**src/design/gawsa_ram.sv**
```systemverilog
// ----------------------------------------------------------------------------
// gawsa_ram
// Generic simple dual-port RAM, one write and one registered read port.
// ----------------------------------------------------------------------------
`timescale 1ns / 1ps
`default_nettype none

module gawsa_ram #(
  parameter int Width = 16,
  parameter int Depth = 16,
  localparam int AddrW = (Depth > 1) ? $clog2(Depth) : 1
) (
  input  wire logic             clk_i,
  input  wire logic             we_i,
  input  wire logic [AddrW-1:0] waddr_i,
  input  wire logic [Width-1:0] wdata_i,
  input  wire logic             re_i,
  input  wire logic [AddrW-1:0] raddr_i,
  output logic      [Width-1:0] rdata_o
);

  logic [Width-1:0] mem_q [Depth];

  // write port
  always_ff @(posedge clk_i) begin
    if (we_i) begin
      mem_q[waddr_i] <= wdata_i;
    end
  end

  // registered read, holds while not enabled
  always_ff @(posedge clk_i) begin
    if (re_i) begin
      rdata_o <= mem_q[raddr_i];
    end
  end

endmodule

`default_nettype wire

```
**config.mk**
```make
export PLATFORM = sky130hd
export DESIGN_NAME = gawsa_ram
export DESIGN_NICKNAME = d
export VERILOG_FILES = /design/src/design/gawsa_ram.sv
export SDC_FILE = /design/constraint.sdc
export NUM_CORES = 1
export LEC_CHECK = 0
export ABC_AREA = 1
export ABC_CLOCK_PERIOD_IN_PS = 1700
export BUFFER_PORTS_ARGS = -buffer_cell sky130_fd_sc_hd__buf_2
export CAP_MARGIN = 20
export CORE_MARGIN = 2
export CORE_UTILIZATION = 60
export CTS_BUF_LIST = sky130_fd_sc_hd__clkbuf_8
export CTS_CLUSTER_DIAMETER = 120
export CTS_CLUSTER_SIZE = 20
export DETAILED_ROUTE_END_ITERATION = 12
export GPL_ROUTABILITY_DRIVEN = 0
export PLACE_DENSITY = 0.78
export SLEW_MARGIN = 20
export SYNTH_ARGS = -nofsm -noshare
export SYNTH_HDL_FRONTEND = slang
export SYNTH_SLANG_ARGS = --single-unit
```
**constraint.sdc**
```tcl
create_clock -name clk_i -period 1.7 [get_ports clk_i]
set_clock_uncertainty 0.15 [all_clocks]
set_input_delay 0.085 -clock clk_i [delete_from_list [all_inputs] [get_ports clk_i]]
set_output_delay 0.085 -clock clk_i [all_outputs]
set_load 0.03 [all_outputs]
```
* Word-level counts from Yosys, hierarchy flattened
Memories as Yosys holds them, arrays and structs flattened. A register that Yosys moved wholly into a read port is not among the register bits.
Cells that the tools add are included.
** Cells by class
- Multiplexer cells :: 2
** Operators with widths (count)
- $mux W1 :: 2
** Storage, ports and cells
- Bits of input ports :: 27
- Register bits after elaboration :: 0
- Output and inout port bits :: 16
- Memories :: 1
- Memory bits (writable) :: 256
- Word-level logic and storage cells :: 3
** Memories
- mem_q :: depth 16, width 16, rd ports 1, clocked after Yosys merged registers in 1, wr ports 1, line 22 : logic [Width-1:0] mem_q [Depth];

* Longest topological paths before layout
- Depth in word-level cells :: 2
- Mapped depth :: 9
- Depth with buffers taken out :: 7

* Worst setup path after synthesis
OpenSTA, ideal clock, no wires.
- Path type :: input to register
- From :: input waddr_i[2]
- To :: memory mem_q[10][0], enable pin
- Data arrival time :: 0.996 ns
- Setup slack :: 0.165 ns
- Buffers on the path :: 0
- Stages on the path :: 2
- Data required time :: 1.162 ns
- Library setup time :: 0.388 ns
- Cells stage by stage :: nand3b_1 -> nor2_1
** RTL lines
- from (decl) :: line 15 : input wire logic [AddrW-1:0] waddr_i,
- to (decl) :: line 22
No word-level cell before the write port.

* Worst setup path in the final report
- From :: register rdata_o[13] (read register of mem_q)
- To :: output rdata_o[13]
** RTL lines
- from (decl) :: line 19 : output logic [Width-1:0] rdata_o
No word-level cell between the ends.

==> metrics.txt <==
# TYPE chip_impl_metric gauge
chip_impl_info{name="outcome",value="finished, final reports clean"} 1
chip_impl_metric{name="synth.ff_latch_count",unit=""} 272
chip_impl_metric{name="final_net_count",unit=""} 1179
chip_impl_metric{name="drv_slew",unit=""} 0
chip_impl_info{name="regToRegStartpoint",value="mem_q[9][15]"} 1
chip_impl_metric{name="finalHoldViolCount",unit=""} 0
chip_impl_info{name="timing.hold.worst_endpoint",value="rdata_o[7]"} 1
chip_impl_metric{name="antenna_found_initial",unit=""} 0
chip_impl_metric{name="grt_overflow_total",unit=""} 0
chip_impl_metric{name="fraction_of_the_yosys_area_taken_by_sequential_cells",unit="%"} 70.8
chip_impl_metric{name="core",unit="um^2"} 18800
chip_impl_metric{name="clock_power_share",unit="%"} 24.8
chip_impl_metric{name="synth.lib_cells_used.distinct",unit=""} 12
chip_impl_metric{name="tns",unit="ps"} 0
chip_impl_metric{name="netlist_area",unit="um^2"} 11500
chip_impl_info{name="end_kind",value="output pin"} 1
chip_impl_metric{name="cellPowerDensity",unit="nW/um^2"} 898
chip_impl_metric{name="cts_resized",unit=""} 0
chip_impl_metric{name="timing.critical_path.slowest_cell_delay",unit="ps"} 470
chip_impl_metric{name="clk_pin_slew",unit="ps"} 120
chip_impl_metric{name="rr_worst_depth",unit=""} 6
chip_impl_metric{name="slew_headroom",unit="%"} 60.1
chip_impl_info{name="cpMaxStageDelayCell",value="sky130_fd_sc_hd__edfxtp_1"} 1
chip_impl_metric{name="pwr-share-seq",unit="%"} 66.5
chip_impl_metric{name="whs_path_depth",unit=""} 5
chip_impl_metric{name="fraction_of_power_spent_switching_nets",unit="%"} 23.1
chip_impl_metric{name="route.antenna.remaining_nets",unit=""} 0
chip_impl_info{name="grt_setup_unrepaired",value="false"} 1
chip_impl_metric{name="irDropWorstVdd",unit="mV"} 0.794
chip_impl_info{name="path_class",value="flip-flop to output pin"} 1
chip_impl_metric{name="maxCapViolCount",unit=""} 0
chip_impl_metric{name="clk-insertion-delay-late",unit="ps"} 530
chip_impl_metric{name="postSynthNetCount",unit=""} 1101
chip_impl_metric{name="drt_iter0_drc",unit=""} 804
chip_impl_metric{name="internal-power",unit="mW"} 8.78
chip_impl_info{name="critical_path.top_delay_family",value="flip-flops"} 1
chip_impl_metric{name="finish.cell_count_without_fillers",unit=""} 1385
chip_impl_metric{name="die_w",unit="um"} 143
chip_impl_metric{name="numClockSinks",unit=""} 272
chip_impl_info{name="layout_common_cells",value="sky130_fd_sc_hd__nand2_1 (341), sky130_fd_sc_hd__edfxtp_1 (272), sky130_fd_sc_hd__inv_1 (196)"} 1
chip_impl_metric{name="layout-drive-gt1-share",unit="%"} 11.2
chip_impl_metric{name="die-area",unit="um^2"} 20400
chip_impl_metric{name="port_bufs",unit=""} 42
chip_impl_metric{name="die_y",unit="um"} 143
chip_impl_metric{name="power_leakage",unit="nW"} 5.46
chip_impl_metric{name="mean_post_synth_cell_area",unit="um^2"} 10.7
chip_impl_metric{name="timing.critical_path.required",unit="ps"} 1460
chip_impl_metric{name="max-clock-path-buffers",unit=""} 3
chip_impl_metric{name="grt_max_degree",unit=""} 65
chip_impl_info{name="crit_path_cell_trace",value="buf_2"} 1
chip_impl_metric{name="post-dp-hpwl",unit="mm"} 15.6
chip_impl_metric{name="cts_buffers",unit=""} 17
chip_impl_metric{name="total_setup_violations_reported_at_the_end_of_the_flow",unit=""} 0
chip_impl_info{name="min_from",value="raddr_i[2]"} 1
chip_impl_metric{name="htree_levels",unit=""} 1
chip_impl_metric{name="fmaxAchievable",unit="GHz"} 0.689
chip_impl_metric{name="p_switching",unit="mW"} 2.64
chip_impl_metric{name="area_delta_synth_final",unit="%"} 10.2
chip_impl_metric{name="crit_path_max_fanout",unit=""} 1
chip_impl_metric{name="synth.yosys.warnings",unit=""} 0
chip_impl_metric{name="post_drt_wl_per_cell",unit="um"} 18.8
chip_impl_metric{name="placedCellCount",unit=""} 1350
chip_impl_info{name="cts-root-buf",value="sky130_fd_sc_hd__clkbuf_8"} 1
chip_impl_metric{name="share_of_the_cycle_needed_by_the_critical_path_after_routing",unit="%"} 85.4
chip_impl_metric{name="tightestPinTransition",unit="ps"} 597
chip_impl_metric{name="comb_power_share",unit="%"} 8.8
chip_impl_metric{name="number_of_filler_instances_in_the_final_layout",unit=""} 1335
chip_impl_metric{name="grt_pass1_wl",unit="mm"} 40.3
chip_impl_metric{name="drcViolationCount",unit=""} 0
chip_impl_metric{name="viasPerCell",unit=""} 5.52
chip_impl_metric{name="number_of_diodes_added_for_antenna_fixing",unit=""} 0
chip_impl_metric{name="via_count_of_the_first_global_routing_pass",unit=""} 7340
chip_impl_metric{name="dr_total_vias",unit=""} 7645
chip_impl_metric{name="r2r_setup_slack",unit="ps"} 370
chip_impl_metric{name="detail_route.wirelength",unit="mm"} 26.1
chip_impl_metric{name="postSynthCellCount",unit=""} 1074
chip_impl_metric{name="grt_use_total",unit="%"} 26.4
chip_impl_metric{name="boundaryPins",unit=""} 43
chip_impl_info{name="worstHoldPathType",value="input pin to flip-flop"} 1
chip_impl_info{name="timing.critical_path.from_type",value="flip-flop"} 1
chip_impl_metric{name="critical_path.n_buffers_inverters",unit=""} 1
chip_impl_metric{name="timing.critical_path.arrival",unit="ps"} 1220
chip_impl_metric{name="dr.pass1.iters",unit=""} 5
chip_impl_metric{name="finalWorstPathRequiredPeriod",unit="ps"} 1450
chip_impl_metric{name="fp-row-count",unit=""} 50
chip_impl_info{name="cts_tree",value="built"} 1
chip_impl_info{name="timing.rr.end",value="rdata_o[15]"} 1
chip_impl_info{name="layout_commonest_cell",value="sky130_fd_sc_hd__nand2_1"} 1
chip_impl_metric{name="initial_core_util",unit="%"} 61.5
## how the worst max path moves through the flow
stage	start	endpoint	cells past startpoint
after floorplan	waddr_i[2]	mem_q[10][0]	2
after global placement	raddr_i[0]	rdata_o[10]	8
after detailed placement	raddr_i[0]	rdata_o[1]	8
after CTS	rdata_o[13]	rdata_o[13]	1
after global routing	rdata_o[13]	rdata_o[13]	1
final	rdata_o[13]	rdata_o[13]	1
## sequential cells by signal (all words and copies together) (netlist names)
name and count:
rdata_o 16, mem_q 256
## power groups by stage
stage	Clock, mW	Combinational, mW	Sequential, mW
2_1_floorplan	0	0.507	7.80
3_3_place_gp	0	0.934	7.74
3_5_place_dp	0	0.958	7.74
4_1_cts	2.87	0.992	7.59
5_1_grt	3.09	1.09	7.60
6_report	2.83	1.00	7.59
## area by class of cell
| type | instances | area [um^2] | share of cell area (%) |
|---|---|---|---|
| clock buffer | 17 | 234 | 1.84 |
| multi-input combinational | 553 | 2360 | 18.6 |
| timing repair buffer | 110 | 903 | 7.10 |
| clock inverter | 1 | 8.76 | 0.0689 |
| sequential | 272 | 8170 | 64.2 |
| tap | 234 | 293 | 2.30 |
| inverter | 198 | 744 | 5.85 |
## metrics by stage
step                      cell area [um^2]  setup WS, ps  hold WS, ps  utilization, %  power, mW
after floorplan                      11500           165         33.9               -       8.30
after global placement               12300           244          320            65.6       8.67
after detailed placement             12300           206          325            65.6       8.70
after CTS                            12700           208         18.6            67.8       11.5
after global routing                 12700           215         36.1            67.8       11.8
final                                12700           248         40.3            67.8       11.4
## synthesized netlist by cell type
library cell | count | area share [%]
sky130_fd_sc_hd__nand2_1 | 341 | 11
sky130_fd_sc_hd__edfxtp_1 | 272 | 71
sky130_fd_sc_hd__inv_1 | 196 | 6.4
sky130_fd_sc_hd__nand3_1 | 193 | 8.4
sky130_fd_sc_hd__buf_2 | 19 | 0.82
sky130_fd_sc_hd__buf_4 | 18 | 1.2
sky130_fd_sc_hd__nor2_1 | 17 | 0.55
sky130_fd_sc_hd__clkbuf_1 | 10 | 0.33
sky130_fd_sc_hd__buf_6 | 3 | 0.29
sky130_fd_sc_hd__inv_2 | 2 | 0.065
sky130_fd_sc_hd__nand3b_1 | 2 | 0.13
sky130_fd_sc_hd__buf_1 | 1 | 0.032
## what timing repair did
action,in CTS,in global routing
buffers inserted,0,0
endpoints found under the hold margin,272,0
hold buffers,17,0
## layer usage
| layer | global-route usage (%) | wire [um] | vias up |
|---|---|---|---|
| li1 | - | - | 3606 |
| met1 | 37.2 | 10300 | 3614 |
| met5 | 0 | 0 | - |
| met4 | 6.62 | 522 | 0 |
| met2 | 43.2 | 12600 | 378 |
| met3 | 4.93 | 2630 | 47 |
## cell families after synthesis
group         Yosys count  synth area share (%)
buf+inv               249                  9.09
flops                 272                  70.8
simple gates          553                  20.1
Power figures use the tool's default switching activity.
