## config.mk

```make
export PLATFORM = sky130hd
export DESIGN_NAME = gawsa_mac
export DESIGN_NICKNAME = d
export VERILOG_FILES = /design/src/design/gawsa_pkg.sv /design/src/design/gawsa_mac.sv
export SDC_FILE = /design/constraint.sdc
export NUM_CORES = 1
export LEC_CHECK = 0
export ABC_AREA = 0
export BUFFER_PORTS_ARGS = -buffer_cell sky130_fd_sc_hd__buf_2
export CAP_MARGIN = 5
export CORE_MARGIN = 3
export CORE_UTILIZATION = 55
export DETAILED_ROUTE_END_ITERATION = 10
export MAX_ROUTING_LAYER = met4
export PLACE_DENSITY = 0.75
export SETUP_SLACK_MARGIN = 0.1
export SLEW_MARGIN = 5
export SYNTH_ARGS = -nofsm -noshare
export SYNTH_HDL_FRONTEND = slang
export SYNTH_SLANG_ARGS = --single-unit
```

## constraint.sdc

```tcl
create_clock -name clk_i -period 11.9 [get_ports clk_i]
set_input_delay 0.595 -clock clk_i [delete_from_list [all_inputs] [get_ports clk_i]]
set_output_delay 0.595 -clock clk_i [all_outputs]
set_load 0.03 [all_outputs]
```

## src/design/gawsa_pkg.sv

```systemverilog
// ----------------------------------------------------------------------------
// gawsa_pkg
// Shared constants, operation codes and types for the Gram and weighted-sum
// accumulator.
// ----------------------------------------------------------------------------
`timescale 1ns / 1ps
`default_nettype none

package gawsa_pkg;

  // default vector length
  localparam int LatentDimDef = 16;

  // field widths
  localparam int ElemW = 16;
  localparam int ProdW = 2 * ElemW;
  localparam int AccW  = 48;
  localparam int IdxW  = 4;

  // operation codes carried in tuser
  localparam logic [1:0] OP_CLEAR = 2'd0;
  localparam logic [1:0] OP_PUSH  = 2'd1;
  localparam logic [1:0] OP_READ  = 2'd2;

  // result of the shared multiply-accumulate unit
  typedef struct packed {
    logic signed [AccW-1:0] sum;
    logic                   sat;
  } mac_res_t;

  // start of row r in a row-major lower triangle: r*(r+1)/2
  function automatic logic [6:0] tri_base(input logic [IdxW-1:0] r);
    logic [8:0] p;
    p = 9'(r) * (9'(r) + 9'd1);
    return p[7:1];
  endfunction

endpackage

`default_nettype wire

```

## src/design/gawsa_mac.sv

```systemverilog
// ----------------------------------------------------------------------------
// gawsa_mac
// Shared 16x16 multiplier with a product register, followed by a 48-bit
// saturating add.
// ----------------------------------------------------------------------------
`timescale 1ns / 1ps
`default_nettype none

module gawsa_mac
  import gawsa_pkg::*;
(
  input  wire logic                    clk_i,
  input  wire logic                    mul_en_i,
  input  wire logic signed [ElemW-1:0] a_i,
  input  wire logic signed [ElemW-1:0] b_i,
  input  wire logic signed [AccW-1:0]  acc_i,
  output mac_res_t                     res_o
);

  logic signed [ProdW-1:0] prod_q;
  logic signed [AccW:0]    ext_sum;

  // product register
  always_ff @(posedge clk_i) begin
    if (mul_en_i) begin
      prod_q <= a_i * b_i;
    end
  end

  // one guard bit catches overflow of the accumulator range
  assign ext_sum = {acc_i[AccW-1], acc_i} + (AccW+1)'(prod_q);

  always_comb begin
    res_o.sat = ext_sum[AccW] ^ ext_sum[AccW-1];
    if (!res_o.sat) begin
      res_o.sum = ext_sum[AccW-1:0];
    end else if (ext_sum[AccW]) begin
      res_o.sum = {1'b1, {(AccW-1){1'b0}}};
    end else begin
      res_o.sum = {1'b0, {(AccW-1){1'b1}}};
    end
  end

endmodule

`default_nettype wire

```

Word level (Yosys, flattened, before mapping)
Index checks and enable logic that the tools add are counted.
Word-level totals
  register bits: 32
  input bits: 82
  logic and storage cells: 6
Operators by class
  $add $sub $neg: 1
  $mul: 1
  muxes and demuxes: 2
  bitwise operators: 1
Operators by type and width (count)
  48-bit two-way mux: 2
  48-bit by 32-bit adder with 49-bit output: 1
  16-bit by 16-bit multiplier with 32-bit output: 1
  1-bit XOR: 1

Longest topological paths before layout
Gate-level depths: netlist of the first run.
  depth after elaboration: 3
  mapped depth: 23
  mapped depth without buffers: 22

Worst setup path after synthesis of the first run
OpenSTA, ideal clock, no wires.
  path type: in2reg
  start point: input port a_i[11]
  end point: register prod_q[27] (data pin)
  arrival: 5950 ps
  required time: 11640 ps
  slack: 5690 ps
  cell stages on the path: 21
  buffers on the path: 1
  cell sequence: clkbuf_1 -> nand2_1 -> fa_1 -> fa_1 -> fa_1 -> inv_1 -> fa_1 -> fa_1 -> inv_1 -> fa_1 -> inv_1 -> ha_1 -> a41oi_1 -> o21ai_0 -> a21oi_1 -> a21oi_1 -> a221oi_2 -> o311ai_1 -> a31o_2 -> a21oi_1 -> xnor2_1
On the way
  cells in the longest elaborated chain, start to end: 1
RTL lines
  start, declared: RTL line gawsa_mac.sv:14  | input wire logic signed [ElemW-1:0] a_i,
  16-bit by 16-bit multiplier with 32-bit output: RTL line gawsa_mac.sv:26  | prod_q <= a_i * b_i;
  end signal, assigned: RTL line gawsa_mac.sv:26
  end, declared: RTL line gawsa_mac.sv:20  | logic signed [ProdW-1:0] prod_q;
Every way passes these cells.
A chain may end at the register's enable or synchronous reset.

Worst setup path in the final report of the first run
  start point: input port a_i[9]
  end point: register prod_q[31] (data pin)
The elaborated chain is that of the path after synthesis.

==> results of run 1 <==
==> layer usage <==
metal / vias to the layer above / global-route usage [%]
met2: 367 / 43.82
li1: 5162 / -
met3: 96 / 2.380
met1: 5534 / 32.11
met4: 0 / 7.703
met5: - / -
==> layout by cell type, fill, tap and decap left out, types with 11 or more instances in the layout <==
| cell type | n |
|---|---|
| nor3_1 | 15 |
| ha_1 | 130 |
| edfxtp_1 | 32 |
| a21o_1 | 39 |
| nand2b_1 | 14 |
| a21oi_2 | 25 |
| nand2_1 | 158 |
| nor2_1 | 49 |
| xor2_1 | 17 |
| inv_1 | 317 |
| o21ai_2 | 11 |
| xnor2_1 | 57 |
| o21bai_1 | 19 |
| o21ai_0 | 29 |
| and2_1 | 126 |
| a21oi_1 | 68 |
| fa_1 | 263 |
| buf_2 | 130 |
| a211oi_1 | 12 |
==> worst min path at each step <==
stage / depth (start not counted) / start / end
floorplan: 0 / mul_en_i / prod_q[0]$_DFFE_PP_
global placement: 2 / b_i[0] / prod_q[0]$_DFFE_PP_
detailed placement: 2 / b_i[0] / prod_q[0]$_DFFE_PP_
CTS: 2 / b_i[0] / prod_q[0]$_DFFE_PP_
global route: 2 / a_i[0] / prod_q[0]$_DFFE_PP_
finish: 2 / a_i[0] / prod_q[0]$_DFFE_PP_
==> per-stage QoR <==
stage | worst slack [ps] | area [µm²] | hold WS, ps
detailed placement | 5132 | 14910 | 1176
CTS | 5415 | 15050 | 893.3
floorplan | 5690 | 14110 | 707.5
finish | 5437 | 15050 | 912.7
global placement | 5340 | 14910 | 1164
global route | 5057 | 15050 | 910.4
==> layout make-up <==
class / count / area share, %
antenna: 2 / 0.03325
clock buffer: 5 / 0.8313
inverter: 317 / 7.905
clock inverter: 2 / 0.04988
tap: 324 / 2.693
sequential: 32 / 6.384
multi-input combinational: 1169 / 77.73
timing repair buffer: 131 / 4.372
==> logic make-up after synthesis <==
group	count (synthesis)	share of synthesized area (%)
buffers and inverters	372	10.28
adder cells (fa/ha/maj)	396	49.05
flip-flops	32	6.809
AO/OA/AOI/OAI	279	14.15
XOR/XNOR	74	4.593
AND/OR/NAND/NOR	416	14.82
multiplexers	4	0.2926
==> out/qor.csv, run 1 <==
metric,value,unit
status,completed,
largest buffer count on any clock path,2,
die area,27620,µm²
#FFs+latches synth,32,
largest net degree at the start of global routing,44,
crit path max fanout,16,
first-pass GRT wire length,56610,µm
total routed wirelength,33970,µm
max-slew violations,0,
highest clock rate,154.7,MHz
"Clk pin slew, worst setup/hold paths",50,ps
crit path buf inv count,5,
Mapped Cells,1573,
CP Launch Point,a_i[9],
top-count cell post-synth,inv_1,
Crit. End Element,register,
htree depth,2,
Buffers on Ports,130,
ys async rst share,0,%
Sequential cell area,960.9,µm²
share of post-route cells with drive strength above 1,11.71,%
wire per inst,17.14,µm
Setup Viol. Count Final,0,
nets,2131,
Total GRT Usage,25.45,%
number of global-route vias before repair,11701,
"EDFF count, synth",32,
die width,166.2,µm
synth cell count leaders,"inv_1, fa_1, nand2_1, ha_1, and2_1",
Core Area,24750,µm²
actual slew at the worst max-slew pin,762.0,ps
Crit path arrival time,6480,ps
crit path kind,in2reg,
Sink Count,32,
Placed Instances,1973,
Hold Fails Final Rpt,0,
post-CTS setup buffers,0,
worst endpoint required time,11910,ps
Hold/Removal Path Class,in2reg,
slowest CP cell,fa_1,
Post-route DRC,0,
Filler cells,2140,
Worst setup SP type,input port,
final core occ,60.82,%
max incr delay on CP,530,ps
largest registers,prod_q (32),
fin crit period,6463,ps
setup TNS,0,ps
register area share after synthesis,6.809,%
Syn. warnings,0,
largest area contributor in the netlist,fa_1,
main area contributors after synthesis,"fa_1, ha_1, inv_1",
M1 WL,13710,µm
CTS tree,done,
Yosys cell types,75,
initial antenna violation count,1,
Final Non-Filler Cells,1982,
# IOs,131,
final worst-path cycle share,54.31,%
most used flip-flop cell after synthesis,edfxtp_1,
maxcap violations,0,
max reg flops,32,
Clock Tree Root,clkbuf_16,
Slew HR,49.20,%
CTS resizes,0,
Synth Net Count,2048,
DR WL met3,1756,µm
area grow syn2layout,6.658,%
num rows,57,
mapped cell area,14110,µm²
worst-path cell chain,"buf_2, nand2_1, fa_1, fa_1, fa_1, fa_1, inv_1, fa_1, inv_1, fa_1, inv_1, ha_1, inv_1, nor3_1, a21oi_1, a21oi_1, a221oi_2, o311ai_1, a31oi_1, o21ai_0, xnor2_1",
Stages on worst setup path,21,
routed wl met2,17350,µm
CP endpoint,prod_q[31]$_DFFE_PP_,
number of DRC markers in iteration 0,797,
Die Ht,166.2,µm
Initial Utilization,57.03,%
"most used cell, CP",fa_1,
RSZ-0062 raised after global routing,no,
multi-input logic area,11700,µm²
TritonRoute pass-1 iters,5,
routability cong.,0.9441,
"delay-heaviest family, CP",adder cells,
top sig layer,met4,
Final HPWL DP,28530,µm
Antenna Nets Post-Route,0,
Vias,11159,
mean area per synthesized cell,8.972,µm²
"Remaining Overflow, GRT",0,
"Most flops, register",prod_q,
vias per inst,5.630,
area fraction of the dominant cell type after synthesis,37.31,%
TritonCTS Buffers,5,
# hold bufs at CTS,0,
Power of run 1 is not shown: default switching activity piles up to over one toggle a cycle in this logic, so the estimate is an artifact.
==> run 2, diff against run 1 <==
--- a/config.mk
+++ b/config.mk
@@ -12,7 +12,7 @@
 export CORE_UTILIZATION = 55
 export DETAILED_ROUTE_END_ITERATION = 10
 export MAX_ROUTING_LAYER = met4
-export PLACE_DENSITY = 0.75
+export PLACE_DENSITY = 0.78
 export SETUP_SLACK_MARGIN = 0.1
 export SLEW_MARGIN = 5
 export SYNTH_ARGS = -nofsm -noshare
==> constraint.sdc (replaced) <==
create_clock -name clk_i -period 5.9 [get_ports clk_i]
set_input_delay 0.295 -clock clk_i [delete_from_list [all_inputs] [get_ports clk_i]]
set_output_delay 0.295 -clock clk_i [all_outputs]
set_load 0.03 [all_outputs]
==> out/qor.csv, run 2 (synthesis results as in run 1) <==
metric,value,unit,change
max incr delay on CP,570,ps,+40 ps
"Design Area, Final",15730,µm²,+4.5%
number of DRC markers in iteration 0,636,,-20%
Final WS setup,268.9,ps,-5168 ps
Crit path arrival time,5660,ps,-820 ps
Sink Count,32,,unchanged
RSZ-0062 raised after global routing,no,,
routability cong.,0.9421,,-0.21%
CP Launch Point,a_i[15],,
# hold bufs at CTS,0,,unchanged
total routed wirelength,34520,µm,+1.6%
"most common cell after layout, fill and taps aside",inv_1,,
worst-path cell chain,"buf_2, buf_4, nand2_1, inv_1, fa_1, fa_1, fa_1, fa_1, fa_1, inv_1, fa_1, inv_1, ha_1, a21o_1, a21oi_1, nor2_1, a21oi_1, o311ai_2, a31o_2, a21oi_1, xnor2_1",,
Die Ht,166.2,µm,unchanged
crit path max fanout,5,,-11
die area,27620,µm²,unchanged
setup TNS,0,ps,unchanged
largest net degree at the start of global routing,44,,unchanged
largest buffer count on any clock path,2,,unchanged
number of global-route vias before repair,11825,,+1.1%
Clock Tree Root,clkbuf_16,,
Hold Fails Final Rpt,0,,unchanged
TritonRoute pass-1 iters,5,,unchanged
Crit. End Element,register,,
fin crit period,5631,ps,
share of post-route cells with drive strength above 1,16.41,%,+4.7 points
highest clock rate,177.6,MHz,
Slew HR,42.12,%,-7.1 points
final worst-path cycle share,95.44,%,
max-slew violations,0,,unchanged
"Clk pin slew, worst setup/hold paths",50,ps,about the same
actual slew at the worst max-slew pin,866.3,ps,+104.4 ps
Initial Utilization,57.03,%,unchanged
Hold/Removal Path Class,in2reg,,
Antenna Nets Post-Route,0,,unchanged
Setup Viol. Count Final,0,,unchanged
slowest CP cell,fa_1,,
initial antenna violation count,0,,-1
num rows,57,,unchanged
ANT cells,0,,-2
Final HPWL DP,30130,µm,+5.6%
Worst setup SP type,input port,,
htree depth,2,,unchanged
Post-route DRC,0,,unchanged
"most used cell, CP",fa_1,,
area grow syn2layout,11.46,%,
Placed Area,15430,µm²,+3.4%
Buffers on Ports,130,,unchanged
CTS tree,done,,
die width,166.2,µm,unchanged
vias per inst,5.526,,-1.8%
worst endpoint required time,5930,ps,-5980 ps
post-place setup slack,-93.59,ps,-5226 ps
first-pass GRT wire length,57450,µm,+1.5%
Filler cells,2063,,-3.6%
Vias,11323,,+1.5%
maxcap violations,0,,unchanged
crit path kind,in2reg,,
CP endpoint,prod_q[27]$_DFFE_PP_,,
largest registers,prod_q (32),,
"Most flops, register",prod_q,,
Core Area,24750,µm²,unchanged
Hold WS,549.6,ps,-363.1 ps
"commonest non-fill, non-tap cells in the layout","inv_1, fa_1, nand2_1",,
status,completed,,
wire per inst,16.84,µm,-1.7%
"Remaining Overflow, GRT",0,,unchanged
max reg flops,32,,unchanged
nets,2199,,+3.2%
Total GRT Usage,25.59,%,+0.15 points
TritonCTS Buffers,5,,unchanged
# IOs,131,,unchanged
[run 2: cell count changes in the layout (fill, tap and decap cells not counted), moves of 4 or more]
cell and change:
a21oi_2 +4, ha_1 -4, buf_4 +64, buf_6 +4
ha_4 +4, a21oi_1 -4, clkbuf_4 +5, buf_2 -5
[run 2: layer usage]
metal  vias up  GRT usage (%)  routed length, µm
li1       5297              -                  -
met5         -              -                  0
met2       385          43.07              17130
met4         0          5.642                692
met3        61          2.975               2125
met1      5580          33.69              14570
[run 2: timing repair]
item                                    CTS  global route
endpoints found under the hold margin     0             0
endpoints found under the setup margin    0             9
gates resized for setup                   0            29
setup buffers                             0             3
[run 2: per-stage QoR]
step           utilization, %  std cells
2_1_floorplan               -       1573
5_1_grt                 63.56       2049
3_5_place_dp            62.33       2038
4_1_cts                 62.99       2046
6_report                63.56       2049
3_3_place_gp            62.33       2038
[run 2: final cells by class]
type	instances	area, µm²	share of cell area, %
clock buffers	5	125.1	0.7954
clock inverters	3	37.54	0.2386
inverters	317	1190	7.564
multi-input cells	1169	11820	75.11
flip-flops and latches	32	960.9	6.109
well taps	324	405.4	2.577
repair buffers	199	1196	7.604
[run 2: critical path, delay by kind of cell]
kind | cells | cell delay (ps)
xor+xnor | 1 | 80
simple gates | 2 | 260
compound gates | 6 | 1180
buf+inv | 5 | 490
fa+ha+maj | 7 | 3330
[run 2: worst min-delay path by stage]
stage,to,slack [ps],startpoint,cells after the start
floorplan,prod_q[0]$_DFFE_PP_,410,mul_en_i,0
global placement,prod_q[0]$_DFFE_PP_,830,b_i[0],2
detailed placement,prod_q[0]$_DFFE_PP_,830,b_i[0],2
CTS,prod_q[0]$_DFFE_PP_,550,b_i[0],2
global route,prod_q[0]$_DFFE_PP_,590,b_i[0],2
finish,prod_q[0]$_DFFE_PP_,550,b_i[0],2
Power of run 2 is left out for the same reason.
==> run 3, diff against run 2 <==
--- a/config.mk
+++ b/config.mk
@@ -6,7 +6,7 @@
 export NUM_CORES = 1
 export LEC_CHECK = 0
 export ABC_AREA = 0
-export BUFFER_PORTS_ARGS = -buffer_cell sky130_fd_sc_hd__buf_2
+export BUFFER_PORTS_ARGS = -buffer_cell sky130_fd_sc_hd__buf_4
 export CAP_MARGIN = 5
 export CORE_MARGIN = 3
 export CORE_UTILIZATION = 55
==> out/qor.csv, run 3 (synthesis results as in run 1) <==
metric,value,unit,change
status,completed,,
die area,27620,µm²,unchanged
Final HPWL DP,29720,µm,-1.4%
largest buffer count on any clock path,2,,unchanged
Final WS setup,282.3,ps,+13.42 ps
"Clk pin slew, worst setup/hold paths",50,ps,about the same
"most used cell, CP",fa_1,,
Initial Utilization,57.03,%,unchanged
crit path max fanout,10,,+5
num rows,57,,unchanged
wire per inst,16.93,µm,+0.53%
share of post-route cells with drive strength above 1,15.02,%,-1.4 points
Die Ht,166.2,µm,unchanged
highest clock rate,178.0,MHz,+0.24%
Post-route DRC,0,,unchanged
number of global-route vias before repair,11718,,-0.90%
Filler cells,2033,,-1.5%
Antenna Nets Post-Route,0,,unchanged
max reg flops,32,,unchanged
nets,2178,,-0.95%
max-slew violations,0,,unchanged
number of DRC markers in iteration 0,804,,+26%
# IOs,131,,unchanged
Setup Viol. Count Final,0,,unchanged
Sequential cell area,960.9,µm²,unchanged
Clock Tree Root,clkbuf_16,,
final worst-path cycle share,95.21,%,-0.23 points
CTS tree,done,,
largest registers,prod_q (32),,
Core Area,24750,µm²,unchanged
largest net degree at the start of global routing,44,,unchanged
"Design Area, Final",15870,µm²,+0.89%
total routed wirelength,34340,µm,-0.50%
Vias,11271,,-0.46%
Hold WS,463.6,ps,-85.98 ps
TritonRoute pass-1 iters,5,,unchanged
htree depth,2,,unchanged
maxcap violations,0,,unchanged
fin crit period,5618,ps,-13.42 ps
Sink Count,32,,unchanged
Hold/Removal Path Class,in2reg,,
RSZ-0062 raised after global routing,no,,
worst-path cell chain,"buf_4, buf_4, and2_1, fa_1, inv_1, fa_1, fa_1, inv_1, fa_1, fa_1, fa_1, ha_1, a21o_1, a21o_1, a21o_1, a21oi_2, o21ai_0, o21bai_1, a21boi_2, a21oi_1, o311ai_1",,
max incr delay on CP,560,ps,about the same
ANT cells,0,,unchanged
Total GRT Usage,25.58,%,about the same
"Remaining Overflow, GRT",0,,unchanged
"delay-heaviest family, CP",adder cells,,
# hold bufs at CTS,0,,unchanged
actual slew at the worst max-slew pin,1020,ps,+153.4 ps
slowest CP cell,fa_1,,
"Most flops, register",prod_q,,
area grow syn2layout,12.46,%,
first-pass GRT wire length,57260,µm,-0.34%
Slew HR,31.86,%,-10 points
Buffers on Ports,130,,unchanged
multi-input logic area,11820,µm²,unchanged
Hold Fails Final Rpt,0,,unchanged
TritonCTS Buffers,5,,unchanged
"most common cell after layout, fill and taps aside",inv_1,,
worst endpoint required time,5910,ps,-20 ps
vias per inst,5.558,,+0.57%
Worst setup SP type,input port,,
post-place setup slack,-136.1,ps,-42.49 ps
crit path kind,in2reg,,
routability cong.,0.9520,,+1.1%
crit path buf inv count,4,,-1
initial antenna violation count,0,,unchanged
Crit. End Element,register,,
"commonest non-fill, non-tap cells in the layout","inv_1, fa_1, buf_4",,
die width,166.2,µm,unchanged
Crit path arrival time,5630,ps,-30 ps
Placed Area,15610,µm²,+1.2%
-- run 3: cell count changes in the layout (fill, tap and decap cells not counted), moves of 4 or more --
cell      delta
buf_2      -125
clkbuf_4     -5
buf_4      +113
buf_6        -4
-- run 3: layout make-up --
type | count | share of cell area [%]
Sequential cell | 32 | 6.055
Inverter | 317 | 7.498
Tap cell | 324 | 2.554
Clock buffer | 5 | 0.7884
Timing Repair Buffer | 178 | 8.420
Multi-Input combinational cell | 1169 | 74.45
Clock inverter | 3 | 0.2365
-- run 3: what timing repair did --
item                       CTS  global route
gates resized for setup      0            17
buffers inserted             0             1
setup endpoints to repair    0             9
-- run 3: worst paths after layout --
kind	depth (start not counted)	slack (ps)	endpoint	start
max	21	280	prod_q[28]$_DFFE_PP_	b_i[4]
min	2	460	prod_q[0]$_DFFE_PP_	b_i[0]
-- run 3: layer usage --
metal  up-vias  part of all wire (%)  global-route usage, %
li1       5250                     -                      -
met1      5524                    42                  33.77
met2       435                    48                  42.75
met3        62                   6.7                  2.928
met4         0                   2.4                  6.112
met5         -                     0                      -
-- run 3: per-stage QoR --
stage | instances | setup TNS (ps) | utilization, %
3_5_place_dp | 2019 | -585.9 | 63.07
5_1_grt | 2028 | 0 | 64.13
6_report | 2028 | 0 | 64.13
4_1_cts | 2027 | 0 | 63.73
3_3_place_gp | 2019 | 0 | 63.07
2_1_floorplan | 1573 | 0 | -
Power of run 3 is left out for the same reason.
